[config.mk]
export PLATFORM = sky130hd
export DESIGN_NAME = tlfe_div
export DESIGN_NICKNAME = d
export VERILOG_FILES = /design/src/tlfe_pkg.sv /design/src/tlfe_div.sv
export SDC_FILE = /design/constraint.sdc
export NUM_CORES = 1
export LEC_CHECK = 0
export BUFFER_PORTS_ARGS = -buffer_cell sky130_fd_sc_hd__buf_2
export CAP_MARGIN = 15
export CORE_UTILIZATION = 60
export CTS_BUF_LIST = sky130_fd_sc_hd__clkbuf_4
export DETAILED_ROUTE_END_ITERATION = 8
export PLACE_DENSITY = 0.81
export SLEW_MARGIN = 20
export SYNTH_ARGS = -nofsm -noshare
export SYNTH_HDL_FRONTEND = slang
export SYNTH_SLANG_ARGS = --single-unit
[constraint.sdc]
create_clock -name clk -period 4.04 [get_ports clk]
set_input_delay 0.404 -clock clk [delete_from_list [all_inputs] [get_ports clk]]
set_output_delay 0.404 -clock clk [all_outputs]
set_load 0.05 [all_outputs]
[src/tlfe_pkg.sv]
// Shared types and constants of the tour length and fitness evaluator.
// Used by the serial arithmetic units and the top level; depends on nothing.
package tlfe_pkg;

    // Command carried in the input tuser field
    typedef enum logic
    {
        CMD_LOAD = 1'b0,
        CMD_STEP = 1'b1
    } cmd_t;

    // Status that each serial unit reports to the sequencer
    typedef struct packed
    {
        logic busy;
        logic done;
    } unit_stat_t;

    // Tour length: UQ28.8, saturating
    localparam int LEN_W      = 36;
    // Root fraction bits (radicand is scaled by two digits per fraction bit)
    localparam int ROOT_FRAC  = 8;
    // Fitness: UQ1.32 quotient of 2^40 over (length + 256)
    localparam int FIT_W      = 33;
    localparam int DIV_W      = LEN_W + 1;
    localparam int DIV_STEPS  = 41;
    localparam int DIV_CNT_W  = $clog2(DIV_STEPS + 1);
    localparam int LEN_BIAS   = 256;
    // Packed stream widths
    localparam int IDX_W      = 8;
    localparam int FIELD_W    = 16;
    localparam int NUM_W      = 16;

endpackage

[src/tlfe_div.sv]
// Restoring serial divider for the fitness: floor(2^40 / divisor), one bit per cycle.
// Depends on tlfe_pkg for widths and the unit status type.
module tlfe_div
    import tlfe_pkg::*;
(
    input  logic             clk,
    input  logic             rst_n,
    input  logic             start,
    input  logic [DIV_W-1:0] divisor,
    output logic [FIT_W-1:0] quotient,
    output unit_stat_t       stat
);

    logic [DIV_W-1:0]     d_reg;
    logic [DIV_W-1:0]     rem_reg;
    logic [FIT_W-1:0]     q_reg;
    logic [DIV_CNT_W-1:0] cnt_reg;
    logic                 busy_reg;
    logic                 done_reg;
    logic [DIV_W:0]       rem_sh;
    logic [DIV_W:0]       rem_sub;
    logic                 ge;

    // The dividend is a single one at the top bit, shifted in on the first step
    always_comb
    begin
        rem_sh  = {rem_reg, (cnt_reg == '0)};
        ge      = (rem_sh >= {1'b0, d_reg});
        rem_sub = rem_sh - {1'b0, d_reg};
    end

    // Sequence control
    always_ff @(posedge clk or negedge rst_n)
    begin
        if (!rst_n)
        begin
            busy_reg <= 1'b0;
            done_reg <= 1'b0;
            cnt_reg  <= '0;
        end
        else if (start)
        begin
            busy_reg <= 1'b1;
            done_reg <= 1'b0;
            cnt_reg  <= '0;
        end
        else if (busy_reg)
        begin
            cnt_reg <= cnt_reg + 1'b1;
            if (cnt_reg == DIV_CNT_W'(DIV_STEPS - 1))
            begin
                busy_reg <= 1'b0;
                done_reg <= 1'b1;
            end
        end
        else
        begin
            done_reg <= 1'b0;
        end
    end

    // Remainder and quotient shift
    always_ff @(posedge clk)
    begin
        if (start)
        begin
            d_reg   <= divisor;
            rem_reg <= '0;
            q_reg   <= '0;
        end
        else if (busy_reg)
        begin
            rem_reg <= ge ? rem_sub[DIV_W-1:0] : rem_sh[DIV_W-1:0];
            q_reg   <= {q_reg[FIT_W-2:0], ge};
        end
    end

    assign quotient = q_reg;
    assign stat     = '{busy: busy_reg, done: done_reg};

endmodule

==> key figures <==
Floorplanning
  – Chip width: 108 um
  – Initial core utilization: between 60% and 70%
  – Die area: around 0.012 mm^2
  – Site Rows: 38
  – Die H: 108 um
  – Top Ports: 75
  – Core Region: 0.0109 mm^2

STA
  – Final Critical Period: 3.81 ns
  – RSZ-0062 raised after global routing: true
  – Worst slew pin tran: about 0.87 ns
  – Clock Skew: 0.0191 ns
  – Fin. Hold Viols: 0
  – Max Clock Freq: 262 MHz
  – Rel. slew slack: a little over two fifths
  – Post-route worst setup slack: 0.225 ns
  – Min Hold Slack: slightly below 0.04 ns
  – Max-slew violations: 0
  – Finish-stage setup viols: 0
  – Final TNS setup: 0 ns
  – Final period util: between 90 and 100%

Logic synthesis
  – Synth async-reset ratio: just under 7%
  – Register area share after synthesis: slightly above 40%
  – Top cell type by total area after synthesis: dfxtp_1
  – EDFF count, synth: 37
  – Most common flop cell mapped by yosys: dfxtp_1
  – Synth Area per Inst: 9.14 um^2
  – Synth Instances: between 700 and 800
  – Yosys warnings: 0
  – Yosys reg bits: roughly 120
  – Synth top area share: approximately a fifth
  – Synth cell types: 66
  – Synth Cell Area: 0.00672 mm^2
  – Post-Syn Nets: roughly 820
  – Largest cells by area after synthesis: dfxtp_1 (21%), edfxtp_1 (17%), ha_1 (7.3%)

Cells and area
  – Layout Area Growth over Synthesis: 12.2%
  – Non-Filler Instances: 958
  – Multi-input combinational cell area: 0.00363 mm^2
  – Util after Layout: just under 70%
  – Fin area: 0.00755 mm^2
  – Register area: ~0.0027 mm^2
  – Diode count: 0
  – Layout cells sized above 1: between 20 and 25%
  – # nets final: around 890
  – Fill count: 860

GRT
  – Largest net degree at the start of global routing: 61
  – Total GRT Usage: between 20% and 30%
  – GRT busiest layer: met2
  – Grt met2 use: between 40% and 50%
  – Met1 usage: ~33%
  – Met3 Track Usage GR: roughly 6.4%
  – Antenna violations before repair: 0
  – First-pass GRT wire length: 24100 um
  – Number of global-route vias before repair: ~5300
  – Global route overflow: 0

Placed design
  – GPL Wtd Cong: 0.904
  – # port buffers: between 70 and 80
  – Area after DPL: 0.00715 mm^2
  – Post-placement setup slack: about 0.14 ns
  – Placed Cells: 917
  – HPWL Detailed: around 10000 um

Detailed routing
  – Drt wl/cell: between 15 and 20 um
  – Post-route antenna net violation count: 0
  – Total wire length: ~15000 um
  – DR pass1 iterations: 5
  – Via density: around 5.8
  – Initial DRC Count: 348
  – DR vias: between 5000 and 6000
  – DRC viols: 0

CTS
  – Clock latency on the worst-skew pair: about 0.54 ns
  – Clk buf depth: 2
  – Root Driver: clkbuf_4
  – Clock Sinks: about 120
  – Setup Fix Bufs, Post-CTS: 0
  – CTS tree: done
  – H-tree depth: 4
  – TritonCTS buffer count: 17
  – Worst-path clk slew: around 0.10 ns

Min path
  – HP Class: input port to flip-flop
  – Worst hold path stage count: 1

Critical path
  – WP data required: between 4 and 5 ns
  – CP max FO: 4
  – FF-to-FF path depth: 16
  – Critical path's slowest cell: nor3_1
  – Worst EP arrival: between 4 and 5 ns
  – Max incr delay on CP: ~0.56 ns
  – Crit path launch type: flip-flop
  – Worst path cell trace: inv_1 -> ha_1 -> nor3b_2 -> nand2_1 -> ha_1 -> inv_1 -> fa_1 -> a21oi_1 -> nand4b_1 -> and4_1 -> nor3_1 -> nor3_1 -> o21ai_0 -> xor2_1 -> nand2_2 -> a311oi_2
  – Crit. End Element: flip-flop
  – Kind of critical path: flip-flop to flip-flop

Pwr
  – Power Total: between 4 and 5 mW
  – Pwr dens: between 600 and 700 mW/mm^2
  – Pleak: ~3.5 nW
  – Worst VDD drop: around 0.00047 V

Status
  – Status: complete, no violations

Job
  – Max_cap viols: 0
==> synthesized netlist by cell type, types with 9 or more instances <==
master	number
a21o_1	12
a21oi_1	39
a311oi_2	24
and3_1	9
buf_1	9
clkbuf_1	21
dfxtp_1	70
edfxtp_1	37
ha_1	39
inv_1	54
mux2i_1	33
nand2_1	72
nand2_2	18
nand3_1	16
nor2_1	95
nor3_1	12
o21ai_0	26
xnor2_1	20
xor2_1	16
==> worst paths after layout <==
check                                   from      endpoint  slack (ns)
worst max-delay path              cnt_reg[0]   rem_reg[18]        0.23
worst min-delay path             divisor[21]     d_reg[21]        0.04
worst max register to register    cnt_reg[0]   rem_reg[18]        0.23
worst min register to register  quotient[32]  quotient[32]        0.50
max in group asynchronous              rst_n      busy_reg        3.60
min in group asynchronous              rst_n    cnt_reg[5]        0.25
==> cell families after synthesis <==
| logic type | share of synthesized area, % |
|---|---|
| xor+xnor | 4.69 |
| flops | 40.3 |
| buf+inv | 5.95 |
| compound gates | 19.2 |
| fa+ha+maj | 7.55 |
| simple gates | 17.0 |
| mux | 5.25 |
==> where the power goes <==
part	switching, mW	internal [mW]
clock network	0.441	0.432
registers	0.168	1.41
logic	1.42	0.970
total	2.03	2.81
==> worst max-delay path: cells and delay by family, from the launching register on <==
family / cells / cell delay [ns]
buf+inv: 2 / 0.12
flops: 1 / 0.43
xor+xnor: 1 / 0.23
simple gates: 7 / 1.50
compound gates: 3 / 0.69
fa+ha+maj: 3 / 0.75
==> layout by cell type (no fill, tap or decap), types with 7 or more instances in the layout <==
cell type,count
a21o_1,12
a21oi_1,39
a311oi_2,24
a31oi_1,8
and3_1,9
buf_2,73
buf_4,8
clkbuf_4,19
dfrtp_1,7
dfxtp_1,70
dlygate4sd3_1,9
edfxtp_1,37
ha_1,39
inv_1,54
mux2i_1,33
nand2_1,72
nand2_2,18
nand3_1,16
nand4_1,7
nor2_1,95
nor3_1,12
o211ai_1,8
o21ai_0,26
xnor2_1,20
xor2_1,16
==> timing repair <==
item                                   in CTS  in global routing
resized for setup                           1                  3
setup endpoints to repair                   1                 26
hold buffers                                2                  7
endpoints found under the hold margin       9                  7
==> area by class of cell <==
class / instances / area share [%]
Clock buffer: 19 / 1.89
Tap cell: 140 / 2.32
Clock inverter: 13 / 1.89
Timing Repair Buffer: 91 / 7.10
Sequential cell: 115 / 36.0
Multi-Input combinational cell: 526 / 48.1
Inverter: 54 / 2.69
==> routing by layer <==
layer | up-vias | part of all wire, %
met5 | - | 0
met4 | 0 | 2.0
met3 | 30 | 4.5
met2 | 161 | 48
met1 | 2626 | 45
li1 | 2749 | -
Power figures use the tool's default switching activity.
