[src/tlfe_pkg.sv]
// Shared types and constants of the tour length and fitness evaluator.
// Used by the serial arithmetic units and the top level; depends on nothing.
package tlfe_pkg;

    // Command carried in the input tuser field
    typedef enum logic
    {
        CMD_LOAD = 1'b0,
        CMD_STEP = 1'b1
    } cmd_t;

    // Status that each serial unit reports to the sequencer
    typedef struct packed
    {
        logic busy;
        logic done;
    } unit_stat_t;

    // Tour length: UQ28.8, saturating
    localparam int LEN_W      = 36;
    // Root fraction bits (radicand is scaled by two digits per fraction bit)
    localparam int ROOT_FRAC  = 8;
    // Fitness: UQ1.32 quotient of 2^40 over (length + 256)
    localparam int FIT_W      = 33;
    localparam int DIV_W      = LEN_W + 1;
    localparam int DIV_STEPS  = 41;
    localparam int DIV_CNT_W  = $clog2(DIV_STEPS + 1);
    localparam int LEN_BIAS   = 256;
    // Packed stream widths
    localparam int IDX_W      = 8;
    localparam int FIELD_W    = 16;
    localparam int NUM_W      = 16;

endpackage

[src/tlfe_sqrt.sv]
// Digit-serial integer square root of rad * 2^16, one bit pair per cycle.
// Gives the root with eight fraction bits; depends on tlfe_pkg.
module tlfe_sqrt
    import tlfe_pkg::*;
#(
    parameter int RAD_W  = 33,
    parameter int ROOT_W = (RAD_W + 2*ROOT_FRAC + 1) / 2
)
(
    input  logic              clk,
    input  logic              rst_n,
    input  logic              start,
    input  logic [RAD_W-1:0]  rad,
    output logic [ROOT_W-1:0] root,
    output unit_stat_t        stat
);

    localparam int PAIR_W = 2 * ROOT_W;
    localparam int REM_W  = ROOT_W + 2;
    localparam int CNT_W  = $clog2(ROOT_W + 1);

    logic [PAIR_W-1:0] rad_reg;
    logic [REM_W-1:0]  rem_reg;
    logic [ROOT_W-1:0] root_reg;
    logic [CNT_W-1:0]  cnt_reg;
    logic              busy_reg;
    logic              done_reg;
    logic [REM_W+1:0]  rem_sh;
    logic [REM_W+1:0]  trial;
    logic [REM_W+1:0]  rem_sub;
    logic              ge;

    // Bring down the next pair and try the next root bit
    always_comb
    begin
        rem_sh  = {rem_reg, rad_reg[PAIR_W-1 -: 2]};
        trial   = (REM_W+2)'({root_reg, 2'b01});
        ge      = (rem_sh >= trial);
        rem_sub = rem_sh - trial;
    end

    // Sequence control
    always_ff @(posedge clk or negedge rst_n)
    begin
        if (!rst_n)
        begin
            busy_reg <= 1'b0;
            done_reg <= 1'b0;
            cnt_reg  <= '0;
        end
        else if (start)
        begin
            busy_reg <= 1'b1;
            done_reg <= 1'b0;
            cnt_reg  <= '0;
        end
        else if (busy_reg)
        begin
            cnt_reg <= cnt_reg + 1'b1;
            if (cnt_reg == CNT_W'(ROOT_W - 1))
            begin
                busy_reg <= 1'b0;
                done_reg <= 1'b1;
            end
        end
        else
        begin
            done_reg <= 1'b0;
        end
    end

    // Radicand shift line, remainder and root
    always_ff @(posedge clk)
    begin
        if (start)
        begin
            rad_reg  <= PAIR_W'({rad, {(2*ROOT_FRAC){1'b0}}});
            rem_reg  <= '0;
            root_reg <= '0;
        end
        else if (busy_reg)
        begin
            rad_reg  <= rad_reg << 2;
            rem_reg  <= ge ? rem_sub[REM_W-1:0] : rem_sh[REM_W-1:0];
            root_reg <= {root_reg[ROOT_W-2:0], ge};
        end
    end

    assign root = root_reg;
    assign stat = '{busy: busy_reg, done: done_reg};

endmodule

[config.mk]
export PLATFORM = sky130hd
export DESIGN_NAME = tlfe_sqrt
export DESIGN_NICKNAME = d
export VERILOG_FILES = /design/src/tlfe_pkg.sv /design/src/tlfe_sqrt.sv
export SDC_FILE = /design/constraint.sdc
export NUM_CORES = 1
export LEC_CHECK = 0
export BUFFER_PORTS_ARGS = -buffer_cell sky130_fd_sc_hd__buf_2
export CAP_MARGIN = 20
export CORE_UTILIZATION = 62
export DETAILED_ROUTE_END_ITERATION = 10
export PLACE_DENSITY_LB_ADDON = 0.2
export SYNTH_ARGS = -nofsm -noshare
export SYNTH_HDL_FRONTEND = slang
export SYNTH_SLANG_ARGS = --single-unit
[constraint.sdc]
create_clock -name clk -period 6.9 [get_ports clk]
set_input_delay 1.035 -clock clk [delete_from_list [all_inputs] [get_ports clk]]
set_output_delay 1.035 -clock clk [all_outputs]
set_load 0.05 [all_outputs]
==> summary.md <==
| Metric | Value |
|---|---|
| Setup tns final | 0 ns |
| Post-synth cell types | 60 |
| Max_slew headroom | 0.388 |
| Number of max-cap violations | 0 |
| Syn Area/Cell | 9.99 sq um |
| Critical Path Sink Type | flop |
| Post-route minimum period | 3.62 ns |
| Synth top area share | 0.199 |
| Ys async rst share | 0.0753 |
| Register bit total from synthesis | 93 |
| Die Ht | 94.7 um |
| Worst slew pin tran | 0.914 ns |
| RePlAce Congestion | 0.907 |
| # port buffers | 62 |
| H-tree lvl count | 3 |
| Crit path required time | 7.13 ns |
| DRC viols | 0 |
| Post-synth EDFFs | 33 |
| Drt pass-1 iters | 4 |
| Commonest register cell after synthesis | dfxtp_1 |
| First-pass GRT wire length | 17.3 mm |
| Largest net degree at the start of global routing | 83 |
| Vias in the first global route | 3795 |
| Post-synthesis cell count | 533 |
| Hpwl dp | 7.33 mm |
| Worst Skew | 0.0102 ns |
| Share of layout cells above drive strength 1 | 0.210 |
| Reg clk slew, reported paths | 0.10 ns |
| Drt first-iter violations | 180 |
| Critical Path AT | 3.84 ns |
| Place WS | 3.35 ns |
| Crit share post-route | 0.524 |
| Max reg flops | 34 |
| Kind of critical path | flop to flop |
| Synth warn | 0 |
| Slowest cell on crit path | nor4_1 |
| Full die area | 8960 sq um |
| Resized Gates After CTS | 0 |
| # nets final | 647 |
| Crit-path max cell delay | 0.60 ns |
| R2R Path End | rem_reg[23] |
| Row count | 33 |
| M3 GR Usage | 0.0386 |
| Crit path launch | root[9] |
| Leakage | 2.66 nW |
| Clk Tree Root Cell | clkbuf_8 |
| R2R Setup Slk | 3.28 ns |
| Placed Instances | 676 |
| Vias after detailed routing | 4069 |
| GRT Total Usage | 0.245 |
| Status | finished clean |
| TritonCTS Buffers | 9 |
| Routed WL per cell | 15.3 um |
| Routed Wire Length | 10.6 mm |
| Layout area overhead | 10.4% |
| Met2 Track Usage GR | 0.388 |
| Top-Level Pins | 63 |
| Non-filler cells, final | 692 |
| Core area | 8260 sq um |
| Global route overflow | 0 |
| Post-CTS setup buffers | 0 |
| Mapped Nets | 598 |
| Hold Violations, Final | 0 |
| RSZ-0062 raised after global routing | false |
| # setup viols final | 0 |
| Max FO, Critical Path | 19 |
| Post-route setup slack | 3.28 ns |
| Achievable frequency | 276 MHz |
| Cell taking the most area after synthesis | dfxtp_1 |
| Vias/cell | 5.88 |
| Synthesized area | 5320 sq um |
| CTS max path bufs | 2 |
| Final ANT Viol Nets | 0 |
| PD cells | 418 nW/um^2 |
| Initial antenna violation count | 0 |
| Layout Utilization | 0.712 |
| GR peak layer | met2 |
| RR Startpoint | root[9] |
| Worst setup SP type | flop |
| Skew-Pair Late Insertion Delay | 0.37 ns |
| Max VDD drop | 0.240 mV |
| Post-CTS Hold Fix Bufs | 0 |
| Seq/Total Area, Yosys | 0.418 |
| Clock Sinks | 93 |
| Die width | 94.7 um |
| Worst-path cell chain | inv_1 -> ha_1 -> nand2_1 -> nor4_1 -> nand3_1 -> and3b_1 -> a22oi_4 -> buf_4 -> nor4bb_1 -> nor3_2 |
| Initial Util | 0.645 |
| Antenna Cells | 0 |
| Length in cells of the worst reg-to-reg path | 10 |
| Max Slew Vio Count | 0 |
| Met1 Usage GRT | 0.337 |
| CTS tree | built |
| Hold Crit Class | input port to asynchronous set/reset pin |
| Area contributors post-synth | dfxtp_1 (20%), edfxtp_1 (19%), mux2i_1 (8.8%), ha_1 (6.8%), mux2_2 (6.6%) |
| Hold_ws | 0.479 ns |
per-stage QoR:
step	total power (W)	cell area, sq um
after floorplan	0.00184	5320
after global placement	0.00203	5650
after detailed placement	0.00206	5680
after CTS	0.00244	5880
after global routing	0.00261	5880
final	0.00246	5880
where the power goes:
group / switching [W] / leakage (nW) / internal, W
Clock: 0.000204 / 0.0935 / 0.000171
Sequential: 0.0000670 / 0.878 / 0.000661
Combinational: 0.000743 / 1.69 / 0.000610
Total: 0.00101 / 2.66 / 0.00144
metal layers:
| layer | share of wire | vias to the layer above |
|---|---|---|
| met2 | 0.47 | 103 |
| met4 | 0.017 | 0 |
| met3 | 0.045 | 17 |
| met5 | 0 | - |
| met1 | 0.47 | 1924 |
| li1 | - | 2025 |
cell usage after synthesis (all sizes together) (6+ instances only):
cell type	number
a211oi	18
a21o	9
a21oi	20
and2	6
buf	12
clkbuf	16
dfrtp	7
dfxtp	53
edfxtp	33
ha	29
inv	33
mux2	32
mux2i	47
nand2	28
nand2b	8
nand3	7
nand4	7
nor2	58
nor3	9
o21a	6
o21ai	22
xnor2	15
xor2	11
cell families after synthesis:
group           after synthesis  synth area share
compound gates              105             0.140
xor+xnor                     26            0.0428
fa+ha+maj                    29            0.0682
buf+inv                      61            0.0491
flops                        93             0.418
mux                          79             0.156
simple gates                140             0.126
how the worst max path moves through the flow:
| stage | endpoint | slack [ns] |
|---|---|---|
| finish | rem_reg[23] | 3.28 |
| global placement | rad_reg[17] | 3.32 |
| floorplan | rem_reg[19] | 3.94 |
| global route | rem_reg[23] | 3.01 |
| detailed placement | rem_reg[23] | 3.35 |
| CTS | rem_reg[23] | 3.32 |
cell type report:
cell class / instances / area [sq um]
clock inverter: 6 / 71.3
sequential: 93 / 2230
clock buffer: 10 / 128
inverter: 33 / 124
fill: 624 / 2380
timing repair buffer: 66 / 360
multi-input combinational: 379 / 2840
tap: 105 / 131
layout by cell type, fill, tap and decap left out, types with 3 or more instances in the layout:
cell type / n
o21ai_0: 19
dfxtp_1: 53
inv_1: 33
a211oi_1: 17
a31oi_1: 5
nand3_1: 7
nand2_1: 28
mux2_2: 31
ha_1: 29
and4_1: 3
o21a_1: 6
nand2b_1: 8
o211ai_1: 4
mux2i_1: 47
nor2b_1: 5
clkbuf_8: 9
a21oi_1: 19
edfxtp_1: 33
nor2_1: 58
dfrtp_1: 6
buf_4: 3
a311oi_1: 3
nor3_1: 8
xnor2_1: 15
nand4_1: 7
buf_2: 62
and2_1: 5
a21o_1: 9
xor2_1: 11
worst max-delay path, delay by kind of cell, from the launching register on:
kind | cells | cell delay, ns
buffers and inverters | 2 | 0.46
and+or+nand+nor | 6 | 1.59
AOI/OAI and AO/OA | 1 | 0.54
DFF | 1 | 0.38
adders and majority gates | 1 | 0.48
(Power assumes the default switching activity.)
