<file path="src/tlfe_pkg.sv">
// Shared types and constants of the tour length and fitness evaluator.
// Used by the serial arithmetic units and the top level; depends on nothing.
package tlfe_pkg;

    // Command carried in the input tuser field
    typedef enum logic
    {
        CMD_LOAD = 1'b0,
        CMD_STEP = 1'b1
    } cmd_t;

    // Status that each serial unit reports to the sequencer
    typedef struct packed
    {
        logic busy;
        logic done;
    } unit_stat_t;

    // Tour length: UQ28.8, saturating
    localparam int LEN_W      = 36;
    // Root fraction bits (radicand is scaled by two digits per fraction bit)
    localparam int ROOT_FRAC  = 8;
    // Fitness: UQ1.32 quotient of 2^40 over (length + 256)
    localparam int FIT_W      = 33;
    localparam int DIV_W      = LEN_W + 1;
    localparam int DIV_STEPS  = 41;
    localparam int DIV_CNT_W  = $clog2(DIV_STEPS + 1);
    localparam int LEN_BIAS   = 256;
    // Packed stream widths
    localparam int IDX_W      = 8;
    localparam int FIELD_W    = 16;
    localparam int NUM_W      = 16;

endpackage

</file>
<file path="src/tlfe_sqmul.sv">
// Bit-serial sum of two squares: a*a + b*b, one multiplier bit per cycle.
// Depends on tlfe_pkg for the unit status type.
module tlfe_sqmul
    import tlfe_pkg::*;
#(
    parameter int DW = 16
)
(
    input  logic            clk,
    input  logic            rst_n,
    input  logic            start,
    input  logic [DW-1:0]   a,
    input  logic [DW-1:0]   b,
    output logic [2*DW:0]   sum,
    output unit_stat_t      stat
);

    localparam int CNT_W = $clog2(DW + 1);

    logic [DW-1:0]    a_reg;
    logic [DW-1:0]    b_reg;
    logic [DW-1:0]    ma_reg;
    logic [DW-1:0]    mb_reg;
    logic [2*DW:0]    acc_reg;
    logic [CNT_W-1:0] cnt_reg;
    logic             busy_reg;
    logic             done_reg;
    logic [DW+1:0]    step_sum;

    // Add the selected multiplicands into the upper part of the product
    always_comb
    begin
        step_sum = {1'b0, acc_reg[2*DW:DW]}
                 + (ma_reg[0] ? (DW+2)'(a_reg) : '0)
                 + (mb_reg[0] ? (DW+2)'(b_reg) : '0);
    end

    // Sequence control
    always_ff @(posedge clk or negedge rst_n)
    begin
        if (!rst_n)
        begin
            busy_reg <= 1'b0;
            done_reg <= 1'b0;
            cnt_reg  <= '0;
        end
        else if (start)
        begin
            busy_reg <= 1'b1;
            done_reg <= 1'b0;
            cnt_reg  <= '0;
        end
        else if (busy_reg)
        begin
            cnt_reg <= cnt_reg + 1'b1;
            if (cnt_reg == CNT_W'(DW - 1))
            begin
                busy_reg <= 1'b0;
                done_reg <= 1'b1;
            end
        end
        else
        begin
            done_reg <= 1'b0;
        end
    end

    // Shift-add datapath
    always_ff @(posedge clk)
    begin
        if (start)
        begin
            a_reg   <= a;
            b_reg   <= b;
            ma_reg  <= a;
            mb_reg  <= b;
            acc_reg <= '0;
        end
        else if (busy_reg)
        begin
            ma_reg  <= ma_reg >> 1;
            mb_reg  <= mb_reg >> 1;
            acc_reg <= {step_sum, acc_reg[DW-1:1]};
        end
    end

    assign sum  = acc_reg;
    assign stat = '{busy: busy_reg, done: done_reg};

endmodule

</file>
<file path="config.mk">
export PLATFORM = sky130hd
export DESIGN_NAME = tlfe_sqmul
export DESIGN_NICKNAME = d
export VERILOG_FILES = /design/src/tlfe_pkg.sv /design/src/tlfe_sqmul.sv
export SDC_FILE = /design/constraint.sdc
export NUM_CORES = 1
export LEC_CHECK = 0
export ABC_AREA = 1
export BUFFER_PORTS_ARGS = -buffer_cell sky130_fd_sc_hd__buf_2
export CORE_ASPECT_RATIO = 1.5
export CORE_MARGIN = 2
export CORE_UTILIZATION = 42
export CTS_CLUSTER_DIAMETER = 40
export DETAILED_ROUTE_END_ITERATION = 10
export PLACE_DENSITY = 0.6
export SLEW_MARGIN = 20
export SYNTH_ARGS = -nofsm -noshare
export SYNTH_HDL_FRONTEND = slang
export SYNTH_SLANG_ARGS = --single-unit
</file>
<file path="constraint.sdc">
create_clock -name clk -period 3 [get_ports clk]
set_input_delay 0.6 -clock clk [delete_from_list [all_inputs] [get_ports clk]]
set_output_delay 0.6 -clock clk [all_outputs]
set_load 0.05 [all_outputs]
</file>
==> run summary <==
• 2.96 ns — worst path arrival time
• 16 — critical path peak fanout
• 0.1533 — proportion of layout cells with a drive suffix above 1
• input port to asynchronous set/reset pin — hold crit path type
• 367.7 MHz — f_max
• sky130_fd_sc_hd__nand2_1 — most common cell after layout, fill and taps aside
• 0 — ANT cells
• 0 — final setup violation count
• 30 — distinct cell type count after synthesis
• 46 — pin count of the biggest net entering global routing
• 18080 um — global-route wire length before repair
• 0 — residual DRC count
• 359 um — met3 layer wire length in the routed design
• simple AND/OR/NAND/NOR gates — dominant combinational cell family by area after synthesis
• 12020 sq um — Core Box Area
• 1 — number of buffer and inverter instances along the worst setup path
• 90 — starting DRC count in detailed routing
• 6001 sq um — design area
• 0 — initial antenna violation count
• 812 — post-route insts no fill
• 0.34 ns — clock insertion delay at the later pin of the skew report
• 0 — Final Max Tran Viols
• 33 — number of flip-flops under the largest register name
• 0.001688 — Post-Synth XOR/XNOR Area
• 0.28 ns — worst reg-to-reg setup slack
• 49 — # rows
• 0 — remaining antenna violation count after routing
• 2.719 ns — shortest period the worst path allows
• 5685 sq um — dpl cell area
• 0.2205 — basic-gate share of the synthesized area counting and, or, nand and nor cells
• flip-flop — sort of element at the start of the critical path
• sky130_fd_sc_hd__clkbuf_16 — clock root buffer
• 0.003543 ns — final worst clock skew
• 0.1090 — share of synthesized cell area in full adder, half adder and majority cells
• 657 — syn nets
• 5468 um — DR WL met2
• 15.68% — layout overhead on the synthesized area
• false — RSZ-0062 raised after global routing
• sky130_fd_sc_hd__nand2_1 — cell repeated most along the worst path
• 9 — CTS buffer count
• 0.65 ns — longest individual stage delay on the worst path
• sky130_fd_sc_hd__edfxtp_1 — Max stage delay cell, worst path
• 0.3705 — Synth top area share
• 0.4900 ns — Tightest Pin Transition
• 0.9064 — fin crit share
• 0.04993 — synthesized-area fraction occupied by ao, oa, aoi and oai cells
• 4711 um — Routed met1 length
• 0.1758 — GRT Util Overall
• ma_reg[0] — launch instance of the worst register-to-register path
• 4 — detailed-router iteration count before antenna repair
• 0 — total congestion overflow
• nand2_1 > inv_1 > fa_1 > ha_1 > fa_1 > nand2_1 > nand2_1 > nand3_1 > nand2_1 > nand2_1 > nand3_1 > nand3_1 > nand2_1 — worst-path cell chain
• 0.3370 mV — maximum resistive drop on vdd
• flip-flop — Crit. End Element
• 0.07 ns — clk slew on worst S/H paths
• 10760 um — total wire length after detailed routing
• 3768 — vias in the first global route
• 69 — I/O Buffers
• finished clean — run status
• 13.25 um — DR WL/cell
• 0 — CTS resizes
• 3.24 ns — CP required
• 70 — count of pins on the block boundary
• 8237 um — HPWL after detailed placement
• 0.6734 — worst slew margin relative to its limit
• 1180 — fill cell count
• 0.2807 ns — setup slack after layout
• done — clock tree from TritonCTS
• 0.8857 — final weighted congestion in routability-driven placement
• 3824 — Vias
• 781.1 nW/um^2 — power density over cell area
• adder cells — gate family responsible for the most delay along the worst path
• sky130_fd_sc_hd__nand2_1, sky130_fd_sc_hd__inv_1, sky130_fd_sc_hd__buf_2 — most used cells in the layout excluding fill and tap cells
• 0 — Max-cap violations
• 3.119 nW — Leakage
• met4 — highest signal layer in the routed design
• 0.4994 — post-layout util
• 5187 sq um — Synth Cell Area
• 0 — yosys warns
• sky130_fd_sc_hd__edfxtp_1, sky130_fd_sc_hd__nand2_1, sky130_fd_sc_hd__dfxtp_1 — cell types with the largest area share after synthesis
• 0 ns — setup tns final
• 4.709 — number of vias per cell after detailed routing
• 0 — share of cell area taken by muxes after synthesis
• 8.837 sq um — per-instance average area after synthesis
• 0.4317 — Initial Util
• 0.5316 — share of the yosys chip area belonging to registers
• 3 — maximum level of the CTS H-tree
• 104 — total number of clock tree sinks
• 796 — placed cells
• flip-flop to flip-flop — type of the setup path with the least slack
• 13 — worst reg2reg path depth
• 2 — Bufs on Longest Clock Path
• 724 — # nets final
• 587 — Mapped Cells
• 0 — total setup buffers inserted after CTS
• 104 — flip-flop and latch count after synthesis
• 94.74 um — die outline width
• 0 — final hold viol count
• 0.2656 ns — pre-CTS WS
• 13270 sq um — floorplan die area
• sky130_fd_sc_hd__edfxtp_1 — dominant cell type by area after synthesis
• 0 — Post-CTS Hold Fix Bufs
• 140.1 um — Die Height
• sum[30] — end of the worst register-to-register path
## worst max-delay path by stage
stage                    from      end  cells past startpoint
floorplan             sum[17]  sum[32]                     12
global route        ma_reg[0]  sum[30]                     13
CTS                 ma_reg[0]  sum[30]                     13
detailed placement  ma_reg[0]  sum[30]                     13
global placement    ma_reg[0]  sum[30]                     13
finish              ma_reg[0]  sum[30]                     13
## layout make-up
class,instances,area (sq um),area share
sequential,104,2758,0.4595
multi-input combinational,369,1977,0.3294
timing repair buffer,75,402.9,0.06714
inverter,95,356.6,0.05942
clock buffer,11,275.3,0.04587
tap,153,191.4,0.03190
clock inverter,5,40.04,0.006672
## power by group
part           switching [W]  internal, W  leakage (nW)  total (W)
Combinational        0.00111     0.000498          1.93    0.00160
Sequential          0.000155      0.00171          1.03    0.00186
Clock               0.000546     0.000676         0.159    0.00122
## synth_stat cells
library cell	count
sky130_fd_sc_hd__nand2_1	238
sky130_fd_sc_hd__inv_1	88
sky130_fd_sc_hd__edfxtp_1	64
sky130_fd_sc_hd__dfxtp_1	33
sky130_fd_sc_hd__ha_1	18
sky130_fd_sc_hd__nand3_1	18
sky130_fd_sc_hd__fa_1	17
sky130_fd_sc_hd__nor2_1	17
sky130_fd_sc_hd__o22ai_1	17
sky130_fd_sc_hd__a21oi_1	13
sky130_fd_sc_hd__o21ai_1	11
sky130_fd_sc_hd__buf_2	8
sky130_fd_sc_hd__clkbuf_1	8
sky130_fd_sc_hd__dfrtp_1	7
sky130_fd_sc_hd__inv_2	7
sky130_fd_sc_hd__nor3_1	5
sky130_fd_sc_hd__buf_4	2
sky130_fd_sc_hd__nand3b_1	2
sky130_fd_sc_hd__nor2_4	2
sky130_fd_sc_hd__o21ai_0	2
sky130_fd_sc_hd__a22o_1	1
sky130_fd_sc_hd__a31oi_1	1
sky130_fd_sc_hd__and2_4	1
sky130_fd_sc_hd__and3_1	1
sky130_fd_sc_hd__buf_6	1
sky130_fd_sc_hd__nand4_1	1
sky130_fd_sc_hd__nor4_1	1
sky130_fd_sc_hd__o21bai_1	1
sky130_fd_sc_hd__or2_1	1
sky130_fd_sc_hd__xnor2_1	1
## logic make-up after synthesis
kind of cell / count (synthesis)
flops: 104
buf+inv: 114
xor+xnor: 1
fa+ha+maj: 35
simple gates: 287
compound gates: 46
## layer usage
| layer | vias to the layer above | global-route usage |
|---|---|---|
| met5 | - | 0 |
| met1 | 1769 | 0.2203 |
| met4 | 0 | 0.06255 |
| li1 | 1978 | - |
| met2 | 62 | 0.2982 |
| met3 | 15 | 0.03550 |
## metrics by stage
| step | total power, W | hold slack (ns) |
|---|---|---|
| finish | 0.004687 | 0.07250 |
| global route | 0.005008 | 0.06894 |
| CTS | 0.004738 | 0.06394 |
| detailed placement | 0.003513 | 0.4403 |
| global placement | 0.003493 | 0.4366 |
| floorplan | 0.003089 | 0.3044 |
No activity file was read; power rests on OpenSTA's default activity.
